$ cat src/design/bsi_pkg.sv
// Shared types, status codes and helpers for the bucket sort engine.
// Used by bsi_cell, bsi_row, bucketed_sorted_insert and bsi_check.
package bsi_pkg;

  // Widths sized for the largest supported bucket capacity (64 entries).
  localparam int IDX_W = 6;
  localparam int CNT_W = 7;

  localparam logic [1:0] ST_OK    = 2'd0;
  localparam logic [1:0] ST_FULL  = 2'd1;
  localparam logic [1:0] ST_RANGE = 2'd2;
  localparam logic [1:0] ST_EMPTY = 2'd3;

  localparam logic [6:0] VALUE_MAX = 7'd99;

  // Request travelling down a bucket's row of cells, one cell per cycle.
  typedef struct packed {
    logic             valid;
    logic             rd;      // read request, else insert
    logic             placed;  // insert point found, carrying a displaced entry
    logic             done;    // insert finished, pass through
    logic [6:0]       val;     // value to drop into the next cell
    logic [CNT_W-1:0] n;       // bucket fill when the request started
    logic [IDX_W-1:0] pos;     // read slot, or insert rank once found
    logic [6:0]       ent;     // value read, or value inserted
  } wave_t;

  typedef struct packed {
    logic [1:0] status;
    logic [2:0] bucket;
    logic [3:0] position;
    logic [6:0] entry;
    logic [4:0] fill;
  } result_t;

  // Bucket of a value in 0..99: value / 10 / 2.
  function automatic logic [2:0] bucket_of(input logic [6:0] v);
    logic [2:0] b;
    if (v >= 7'd80) begin
      b = 3'd4;
    end else if (v >= 7'd60) begin
      b = 3'd3;
    end else if (v >= 7'd40) begin
      b = 3'd2;
    end else if (v >= 7'd20) begin
      b = 3'd1;
    end else begin
      b = 3'd0;
    end
    return b;
  endfunction

endpackage

$ cat src/design/bsi_cell.sv
// One slot of a bucket: holds an entry and hands the passing request on.
// Depends on bsi_pkg.
module bsi_cell #(
  parameter int IDX = 0
) (
  input  logic           clk,
  input  logic           rst,
  input  bsi_pkg::wave_t wave_in,
  output bsi_pkg::wave_t wave_out
);
  import bsi_pkg::*;

  localparam logic [CNT_W-1:0] IDX_N = CNT_W'(IDX);
  localparam logic [IDX_W-1:0] IDX_P = IDX_W'(IDX);

  logic [6:0] store;
  logic       wr;
  wave_t      w;

  always_comb begin
    w  = wave_in;
    wr = 1'b0;
    if (wave_in.valid) begin
      if (wave_in.rd) begin
        if (wave_in.pos == IDX_P) begin
          w.ent = store;
        end
      end else if (!wave_in.done) begin
        if (wave_in.n == IDX_N) begin
          // first empty slot: drop the carried value and finish
          wr     = 1'b1;
          w.done = 1'b1;
          if (!wave_in.placed) begin
            w.pos = IDX_P;
          end
        end else if (wave_in.placed || store >= wave_in.val) begin
          // swap: take the carried value, push the old entry right
          wr       = 1'b1;
          w.val    = store;
          w.placed = 1'b1;
          if (!wave_in.placed) begin
            w.pos = IDX_P;
          end
        end
      end
    end
  end

  always_ff @(posedge clk) begin
    if (rst) begin
      wave_out <= '0;
    end else begin
      wave_out <= w;
    end
  end

  always_ff @(posedge clk) begin
    if (wr) begin
      store <= wave_in.val;
    end
  end

endmodule

$ cat src/design/bsi_row.sv
// One bucket: a row of bsi_cell slots chained left to right.
// Depends on bsi_pkg and bsi_cell.
module bsi_row #(
  parameter int CAP = 16
) (
  input  logic           clk,
  input  logic           rst,
  input  bsi_pkg::wave_t wave_in,
  output bsi_pkg::wave_t wave_out
);
  import bsi_pkg::*;

  wave_t chain [0:CAP];

  assign chain[0] = wave_in;

  for (genvar i = 0; i < CAP; i++) begin : g_cell
    bsi_cell #(.IDX(i)) u_cell (
      .clk      (clk),
      .rst      (rst),
      .wave_in  (chain[i]),
      .wave_out (chain[i+1])
    );
  end

  assign wave_out = chain[CAP];

endmodule

$ cat src/design/bucketed_sorted_insert.sv
// Bucket sort engine: per-bucket rows of slot cells with a small controller in front.
// Depends on bsi_pkg, bsi_row and bsi_cell.
//
// An insert puts a value of 0..99 into bucket value/20, ahead of equal entries, in
// ascending order; a read returns the entry at a bucket and slot. One request is in
// flight at a time. Requests that need the storage travel the bucket's row of
// BUCKET_CAPACITY cells one cell per cycle; rejected requests (value out of range,
// full bucket, empty slot) skip the row and go from S_IDLE straight to S_DONE. A new
// request is accepted while the previous result still waits in the output register.
// Bucket counts clear on reset; stored entries need no clearing since only slots
// below the count are read.
module bucketed_sorted_insert #(
  parameter int NUM_BUCKETS     = 5,
  parameter int BUCKET_CAPACITY = 16
) (
  input  logic       clk,
  input  logic       rst,
  input  logic       in_valid,
  output logic       in_ready,
  input  logic       kind,
  input  logic [6:0] value,
  input  logic [2:0] bucket_sel,
  input  logic [3:0] slot_sel,
  output logic       out_valid,
  input  logic       out_ready,
  output logic [1:0] status,
  output logic [2:0] bucket,
  output logic [3:0] position,
  output logic [6:0] entry,
  output logic [4:0] fill
);
  import bsi_pkg::*;

  localparam int BW = (NUM_BUCKETS > 1) ? $clog2(NUM_BUCKETS) : 1;
  localparam int CW = $clog2(BUCKET_CAPACITY + 1);

  typedef enum logic [2:0] {
    S_IDLE = 3'b001,
    S_WALK = 3'b010,
    S_DONE = 3'b100
  } state_t;

  state_t           state;
  logic [CW-1:0]    count [NUM_BUCKETS];
  wave_t            inj;
  logic [BW-1:0]    act;
  result_t          res;
  result_t          out_res;

  wave_t            row_in  [NUM_BUCKETS];
  wave_t            row_out [NUM_BUCKETS];
  wave_t            row_end;

  logic [2:0]       vb;
  logic [2:0]       addr3;
  logic [4:0]       addr5;
  logic [BW-1:0]    idx;
  logic             bucket_ok;
  logic [CW-1:0]    n;
  logic [CNT_W-1:0] n7;
  logic [CNT_W-1:0] n_inc;
  logic [CNT_W-1:0] slot7;
  logic             walk;
  logic             ins_ok;
  result_t          res_next;
  wave_t            inj_next;

  // Request decode and early rejection
  always_comb begin
    vb        = bucket_of(value);
    addr3     = kind ? bucket_sel : vb;
    addr5     = {2'b00, addr3};
    idx       = addr5[BW-1:0];
    bucket_ok = addr5 < 5'(NUM_BUCKETS);
    n         = bucket_ok ? count[idx] : '0;
    n7        = CNT_W'(n);
    n_inc     = n7 + CNT_W'(1);
    slot7     = CNT_W'(slot_sel);
    walk      = 1'b0;
    ins_ok    = 1'b0;
    res_next  = '{status: ST_OK, bucket: addr3, position: slot_sel,
                  entry: 7'd0, fill: n7[4:0]};
    if (!kind) begin
      res_next.position = 4'd0;
      res_next.entry    = value;
      if (value > VALUE_MAX || !bucket_ok) begin
        res_next.status = ST_RANGE;
        res_next.bucket = 3'd0;
        res_next.fill   = 5'd0;
      end else if (n7 >= CNT_W'(BUCKET_CAPACITY)) begin
        res_next.status = ST_FULL;
      end else begin
        walk          = 1'b1;
        ins_ok        = 1'b1;
        res_next.fill = n_inc[4:0];
      end
    end else begin
      if (!bucket_ok) begin
        res_next.status = ST_EMPTY;
        res_next.fill   = 5'd0;
      end else if (slot7 >= n7 || slot7 >= CNT_W'(BUCKET_CAPACITY)) begin
        res_next.status = ST_EMPTY;
      end else begin
        walk = 1'b1;
      end
    end
    inj_next = '{valid: 1'b1, rd: kind, placed: 1'b0, done: 1'b0, val: value,
                 n: n7, pos: IDX_W'(slot_sel), ent: kind ? 7'd0 : value};
  end

  assign in_ready = (state == S_IDLE);

  for (genvar r = 0; r < NUM_BUCKETS; r++) begin : g_row
    always_comb begin
      row_in[r]       = inj;
      row_in[r].valid = inj.valid && (act == BW'(r));
    end

    bsi_row #(.CAP(BUCKET_CAPACITY)) u_row (
      .clk      (clk),
      .rst      (rst),
      .wave_in  (row_in[r]),
      .wave_out (row_out[r])
    );
  end

  assign row_end = row_out[act];

  always_ff @(posedge clk) begin
    if (rst) begin
      state     <= S_IDLE;
      inj       <= '0;
      out_valid <= 1'b0;
      for (int i = 0; i < NUM_BUCKETS; i++) begin
        count[i] <= '0;
      end
    end else begin
      if (out_valid && out_ready && state != S_DONE) begin
        out_valid <= 1'b0;
      end
      unique case (state)
        S_IDLE: begin
          if (in_valid) begin
            res <= res_next;
            act <= idx;
            if (ins_ok) begin
              count[idx] <= n + CW'(1);
            end
            if (walk) begin
              inj   <= inj_next;
              state <= S_WALK;
            end else begin
              state <= S_DONE;
            end
          end
        end
        S_WALK: begin
          // inject for one cycle only
          inj.valid <= 1'b0;
          if (row_end.valid) begin
            res.position <= row_end.pos[3:0];
            res.entry    <= row_end.ent;
            state        <= S_DONE;
          end
        end
        S_DONE: begin
          // hold the result until the output register frees up
          if (!out_valid || out_ready) begin
            out_res   <= res;
            out_valid <= 1'b1;
            state     <= S_IDLE;
          end
        end
        default: begin
          state <= S_IDLE;
        end
      endcase
    end
  end

  assign status   = out_res.status;
  assign bucket   = out_res.bucket;
  assign position = out_res.position;
  assign entry    = out_res.entry;
  assign fill     = out_res.fill;

endmodule

$ cat config.mk
export PLATFORM = sky130hd
export DESIGN_NAME = bucketed_sorted_insert
export DESIGN_NICKNAME = d
export VERILOG_FILES = /design/src/design/bsi_pkg.sv /design/src/design/bsi_cell.sv /design/src/design/bsi_row.sv /design/src/design/bucketed_sorted_insert.sv
export SDC_FILE = /design/constraint.sdc
export NUM_CORES = 2
export LEC_CHECK = 0
export BUFFER_PORTS_ARGS = -buffer_cell sky130_fd_sc_hd__buf_2
export CORE_AREA = 3 3 566 568
export CTS_BUF_LIST = sky130_fd_sc_hd__clkbuf_4 sky130_fd_sc_hd__clkbuf_8 sky130_fd_sc_hd__clkbuf_16
export CTS_CLUSTER_SIZE = 28
export DETAILED_ROUTE_END_ITERATION = 6
export DIE_AREA = 0 0 569 571
export PLACE_DENSITY = 0.57
export SYNTH_ARGS = -nofsm -noshare
export SYNTH_HDL_FRONTEND = slang
export SYNTH_HIERARCHICAL = 1
export SYNTH_SLANG_ARGS = --single-unit
$ cat constraint.sdc
create_clock -name clk -period 9.98 [get_ports clk]
set_input_delay 1.497 -clock clk [delete_from_list [all_inputs] [get_ports clk]]
set_output_delay 1.497 -clock clk [all_outputs]
set_load 0.1 [all_outputs]
# Word-level counts from Yosys, hierarchy flattened
# Memories as Yosys holds them, arrays and structs flattened.
# Index checks and enable logic that the tools add are counted.
[totals] ff_bits=2570 word_cells=2561 ram_bits=25 in_bits=19 n_memories=1
[mem_list] name="count" depth=5 word_bits=5 read_ports=1 rd_clocked_by_memory_dff=0 write_ports=5 line_no="bucketed_sorted_insert.sv:44" source="logic [CW-1:0] count [NUM_BUCKETS];"
[classes] muxes=1642 n_reduce_logical=102 bitwise_logic=7 add_sub_neg=2 eq_ne=102 n_lt_le_gt_ge=89
[op_table] cell="7-bit two-way mux" count=331
[op_table] cell="6-bit two-way mux" count=375
[op_table] cell="9-bit two-way mux" count=225
[op_table] cell="13-bit two-way mux" count=75
[op_table] cell="1-bit two-way mux" count=585
[op_table] cell="7-bit greater-or-equal comparator" count=80
[op_table] cell="6-bit by 4-bit == test with 1-bit output (second input constant)" count=40
[op_table] cell="31-bit two-way mux" count=4
[op_table] cell="6-bit by 3-bit == test with 1-bit output (second input constant)" count=20
[op_table] cell="31-bit binary-select mux with 3-bit select" count=1
[op_table] cell="1-bit logical OR" count=77
[op_table] cell="11-bit two-way mux" count=6
[op_table] cell="6-bit by 2-bit == test with 1-bit output (second input constant)" count=10
[op_table] cell="4-bit two-way mux" count=15
[op_table] cell="5-bit by 4-bit == test with 1-bit output (second input constant)" count=8
[op_table] cell="6-bit by 1-bit == test with 1-bit output (second input constant)" count=5
[op_table] cell="5-bit two-way mux" count=6
[op_table] cell="3-bit two-way mux" count=8
[op_table] cell="11-bit case mux with 2 select lines" count=1
[op_table] cell="5-bit by 3-bit == test with 1-bit output (second input constant)" count=4
[op_table] cell="16-bit two-way mux" count=1
[op_table] cell="3-bit AND reduction" count=5
[op_table] cell="3-bit OR reduction" count=5
[op_table] cell="7-bit by 6-bit greater-or-equal comparator with 1-bit output (second input constant)" count=2
[op_table] cell="30 further kinds" count=55

# Depth between registers and ports, before layout
[logic_depth] word_depth=19 depth_mapped=20 mapped_depth_nobuf=15

# Hierarchy
# The synthesis kept the hierarchy.
[by_module_without_submodules] module="bsi_cell (g_row[1].u_row.g_cell[13].u_cell ...)" n_inst=8 seq_area_each_um2=830.8 area_per_inst_um2=1514.0 cells_per_inst=141
[by_module_without_submodules] module="bsi_cell (g_row[1].u_row.g_cell[9].u_cell ...)" n_inst=7 seq_area_each_um2=830.8 area_per_inst_um2=1516.5 cells_per_inst=136
[by_module_without_submodules] module="bsi_cell (g_row[2].u_row.g_cell[1].u_cell ...)" n_inst=6 seq_area_each_um2=830.8 area_per_inst_um2=1546.5 cells_per_inst=137
[by_module_without_submodules] module="bsi_cell (g_row[0].u_row.g_cell[13].u_cell ...)" n_inst=6 seq_area_each_um2=830.8 area_per_inst_um2=1497.7 cells_per_inst=139
[by_module_without_submodules] module="bsi_cell (g_row[0].u_row.g_cell[1].u_cell ...)" n_inst=6 seq_area_each_um2=830.8 area_per_inst_um2=1448.9 cells_per_inst=131
[by_module_without_submodules] module="bsi_cell (g_row[0].u_row.g_cell[12].u_cell ...)" n_inst=5 seq_area_each_um2=830.8 area_per_inst_um2=1515.2 cells_per_inst=135
[by_module_without_submodules] module="bsi_cell (g_row[0].u_row.g_cell[15].u_cell ...)" n_inst=5 seq_area_each_um2=830.8 area_per_inst_um2=1512.7 cells_per_inst=140
[by_module_without_submodules] module="bsi_cell (g_row[0].u_row.g_cell[8].u_cell ...)" n_inst=5 seq_area_each_um2=830.8 area_per_inst_um2=1483.9 cells_per_inst=131
[by_module_without_submodules] module="bsi_cell (g_row[0].u_row.g_cell[0].u_cell ...)" n_inst=5 seq_area_each_um2=830.8 area_per_inst_um2=1476.4 cells_per_inst=135
[by_module_without_submodules] module="bsi_cell (g_row[1].u_row.g_cell[5].u_cell ...)" n_inst=4 seq_area_each_um2=830.8 area_per_inst_um2=1535.2 cells_per_inst=137
[by_module_without_submodules] module="bsi_cell (g_row[1].u_row.g_cell[7].u_cell ...)" n_inst=4 seq_area_each_um2=830.8 area_per_inst_um2=1535.2 cells_per_inst=139
[by_module_without_submodules] module="bucketed_sorted_insert" n_inst=1 seq_area_each_um2=2772.7 area_per_inst_um2=5168.7 cells_per_inst=430
[by_module_without_submodules] module="bsi_cell (g_row[2].u_row.g_cell[6].u_cell ...)" n_inst=3 seq_area_each_um2=830.8 area_per_inst_um2=1541.5 cells_per_inst=137
[by_module_without_submodules] module="bsi_cell (g_row[2].u_row.g_cell[12].u_cell ...)" n_inst=3 seq_area_each_um2=830.8 area_per_inst_um2=1514.0 cells_per_inst=136
[by_module_without_submodules] module="+10 rows"

# Worst setup path after synthesis
# No wires, ideal clock.
[synth_timing] path_kind="input port to flip-flop" from="input port kind" to="register inj[6] in the netlist's numbering" path_buffers=5 t_arrival_ns=5.001 slack_ns=4.858 cell_stages=19 required_time_ns=9.859 path_cell_list="buf_6 > or2_1 > buf_6 > o31ai_4 > inv_6 > mux2i_1 > a221o_1 > buf_2 > inv_1 > ha_1 > nand2b_1 > a21o_1 > a21o_1 > a21o_1 > a41oi_2 > o21a_1 > buf_6 > buf_6 > mux2_4"
[synth_lines] item="from (decl)" line_no="bucketed_sorted_insert.sv:20" source="input logic kind,"
[synth_lines] item="to (signal assigned)" line_no="bucketed_sorted_insert.sv:150" source="inj <= inj_next;"
[synth_lines] item="to (decl)" line_no="bucketed_sorted_insert.sv:45" source="wave_t inj;"

==> summary.md <==
| Metric | Value |
|---|---|
| Run status | complete, no violations |
| Leakage dissipation | between 50 and 60 nW |
| Worst EP required | 10.75 ns |
| Die area | 0.325 sq mm |
| Critical path data arrival time | around 6 ns |
| Hold_ws | 0.421 ns |
| Synth Instances | 11100 |
| Initial DRC count | 3625 |
| Number of remaining DRC errors | 0 |
| Setup CP Type | input port to register |
| CTS tree | yes |
| Power per cell area | roughly 190 mW/mm^2 |
| Ys Warns | 6 |
| Wirelength, routed | ~250 mm |
| Via-to-Cell Ratio | 4.73 |
| Area Growth Syn to Fin | 13.1% |
| Final-stage net count | 11700 |
| Max clock buf depth | 4 |
| Ratio of cells with drive above 1 in the final layout | 0.112 |
| CTS Buf Count | 325 |
| Syn Area/Cell | 11.1 sq um |
| Clock-pin slew on the worst setup and hold paths | 0.06 ns |
| Max-Cap Viols | 0 |
| Clock latency on the worst-skew pair | 0.91 ns |
| Critical Path End Type | register |
| Worst Tran Pin Value | 1.31 ns |
| Critical Path Source Type | input port |
| Rel. slew slack | 0.126 |
| DRT Pass-1 Iters | 5 |
| Post-CTS Setup Inserts | 0 |
| Setup TNS | 0 ns |
| Gr usage total | 0.148 |
| Initial antenna violation count | 26 |
| Via count | about 74000 |
| HPWL after detailed placement | 179 mm |
| Hold buffers post-CTS | 0 |
| RSZ-0062 raised after global routing | no |
| First-pass GRT wire length | between 300 and 400 mm |
| GP Congestion | 0.828 |
| Root buffer cell | clkbuf_16 |
| Chip Height | 571 um |
| Resize count post-CTS | 0 |
| WL per Instance | 15.8 um |
| Final clock skew | just under 0.04 ns |
| CTS Sinks | 3047 |
| Filler instances | 29100 |
| # setup viols final | 0 |
| I/O Pins | 42 |
| H-tree levels | 5 |
| Initial core utilization | 0.389 |
| Chip width | between 500 and 600 um |
| Fmax | about 190 MHz |
| Period utilisation layout | 0.519 |
| Largest net degree at the start of global routing | 276 |
| Total grt overflow | 0 |
| Site row count | 206 |
| Core ar. | 0.315 sq mm |
| Highest fanout seen on the critical path | 27 |
| Final Util | 0.441 |
| Routed Antenna Nets | 0 |
| Synth Cell Area | about 0.12 sq mm |
| Hold Path Class | register to register |
| Worst IR Drop VDD | about 120 uV |
| Vias in the first global route | 75400 |
| Final Max Slew Viols | 0 |
| Period minus WS final | 5.17 ns |
| Fin. Hold Viols | 0 |
| IO buf count | between 40 and 50 |
path summary, 6_finish.rpt:
kind	slack, ns	cells past startpoint	startpoint	endpoint
min	0.42	0	g_row[0].u_row/g_cell[14].u_cell/wave_out[22]$_SDFF_PP0_	g_row[0].u_row/g_cell[15].u_cell/store[2]$_DFFE_PP_
max	4.81	16	kind	inj[13]$_SDFFE_PP0P_
min reg2reg	0.42	0	g_row[0].u_row/g_cell[14].u_cell/wave_out[22]$_SDFF_PP0_	g_row[0].u_row/g_cell[15].u_cell/store[2]$_DFFE_PP_
max reg2reg	6.46	12	count[4][0]$_SDFFCE_PN0P_	inj[13]$_SDFFE_PP0P_
final cells by class:
type                       instances  area, sq um  share of cell area
inverter                         801         3070              0.0221
clock inverter                   126         1530              0.0110
clock buffer                     479        10000              0.0721
antenna                            5         12.5           0.0000901
timing repair buffer              78          586             0.00422
tap                             4160         5200              0.0375
multi-input combinational       6907        51100               0.368
sequential                      3047        67300               0.485
cells in the final DEF (no fill, tap or decap), types with 39 or more instances in the layout:
master / instances
nor3_1: 39
dfxtp_1: 2414
a211oi_1: 40
nor2_1: 846
nand3b_1: 55
nor2_2: 77
o2111ai_1: 67
clkinv_2: 54
nand2b_1: 943
o31ai_1: 68
clkbuf_4: 78
mux2i_1: 1026
edfxtp_1: 633
nand2_1: 417
and3_1: 56
clkbuf_8: 54
a21oi_2: 68
ha_1: 566
o21ai_0: 159
nor3b_1: 285
clkbuf_16: 347
conb_1: 73
inv_1: 790
buf_2: 40
o21a_1: 53
nor2b_1: 761
a21oi_1: 466
a31oi_1: 52
nor4_4: 62
through the flow:
stage / std cells / power [W] / setup slack [ns] / instance area, sq um
6_report: 15600 / 0.0258 / 4.81 / 139000
5_1_grt: 15600 / 0.0268 / 4.65 / 139000
4_1_cts: 15600 / 0.0262 / 4.86 / 139000
3_5_place_dp: 15000 / 0.0136 / 3.86 / 127000
3_3_place_gp: 15000 / 0.0136 / 3.88 / 127000
2_1_floorplan: 11100 / 0.0134 / 4.86 / 123000
sequential cells by signal, indices dropped and copies added (netlist names):
name / cells
g_row.u_row/g_cell.u_cell/wave_out: 2385
g_row.u_row/g_cell.u_cell/store: 560
out_valid: 1
inj: 25
res: 21
position: 4
status: 2
fill: 5
act: 3
entry: 7
state: 3
bucket: 3
count: 28
critical path, cell delays in order:
cell and delay (ns):
buf_2 0.27, or2_1 0.39, o31ai_4 0.62, inv_6 0.15, mux2i_1 0.16, a221o_1 0.47
inv_1 0.16, ha_1 0.25, nand2b_1 0.17, a21o_1 0.18, a21o_1 0.18, a21o_1 0.18
a41oi_2 0.35, o21a_1 0.16, buf_4 0.35, mux2_2 0.38
power by group:
group          total (W)  switching (W)  internal (W)
clock network     0.0125        0.00490       0.00760
registers         0.0127      0.0000823        0.0126
logic           0.000630       0.000410      0.000219
routing by layer:
metal	vias up	wire length, um	GRT usage
met5	-	0	0
met4	0	7550	0.0486
met3	469	8840	0.0215
met2	926	116000	0.251
met1	34700	114000	0.193
li1	37700	-	-
Power figures use the tool's default switching activity.
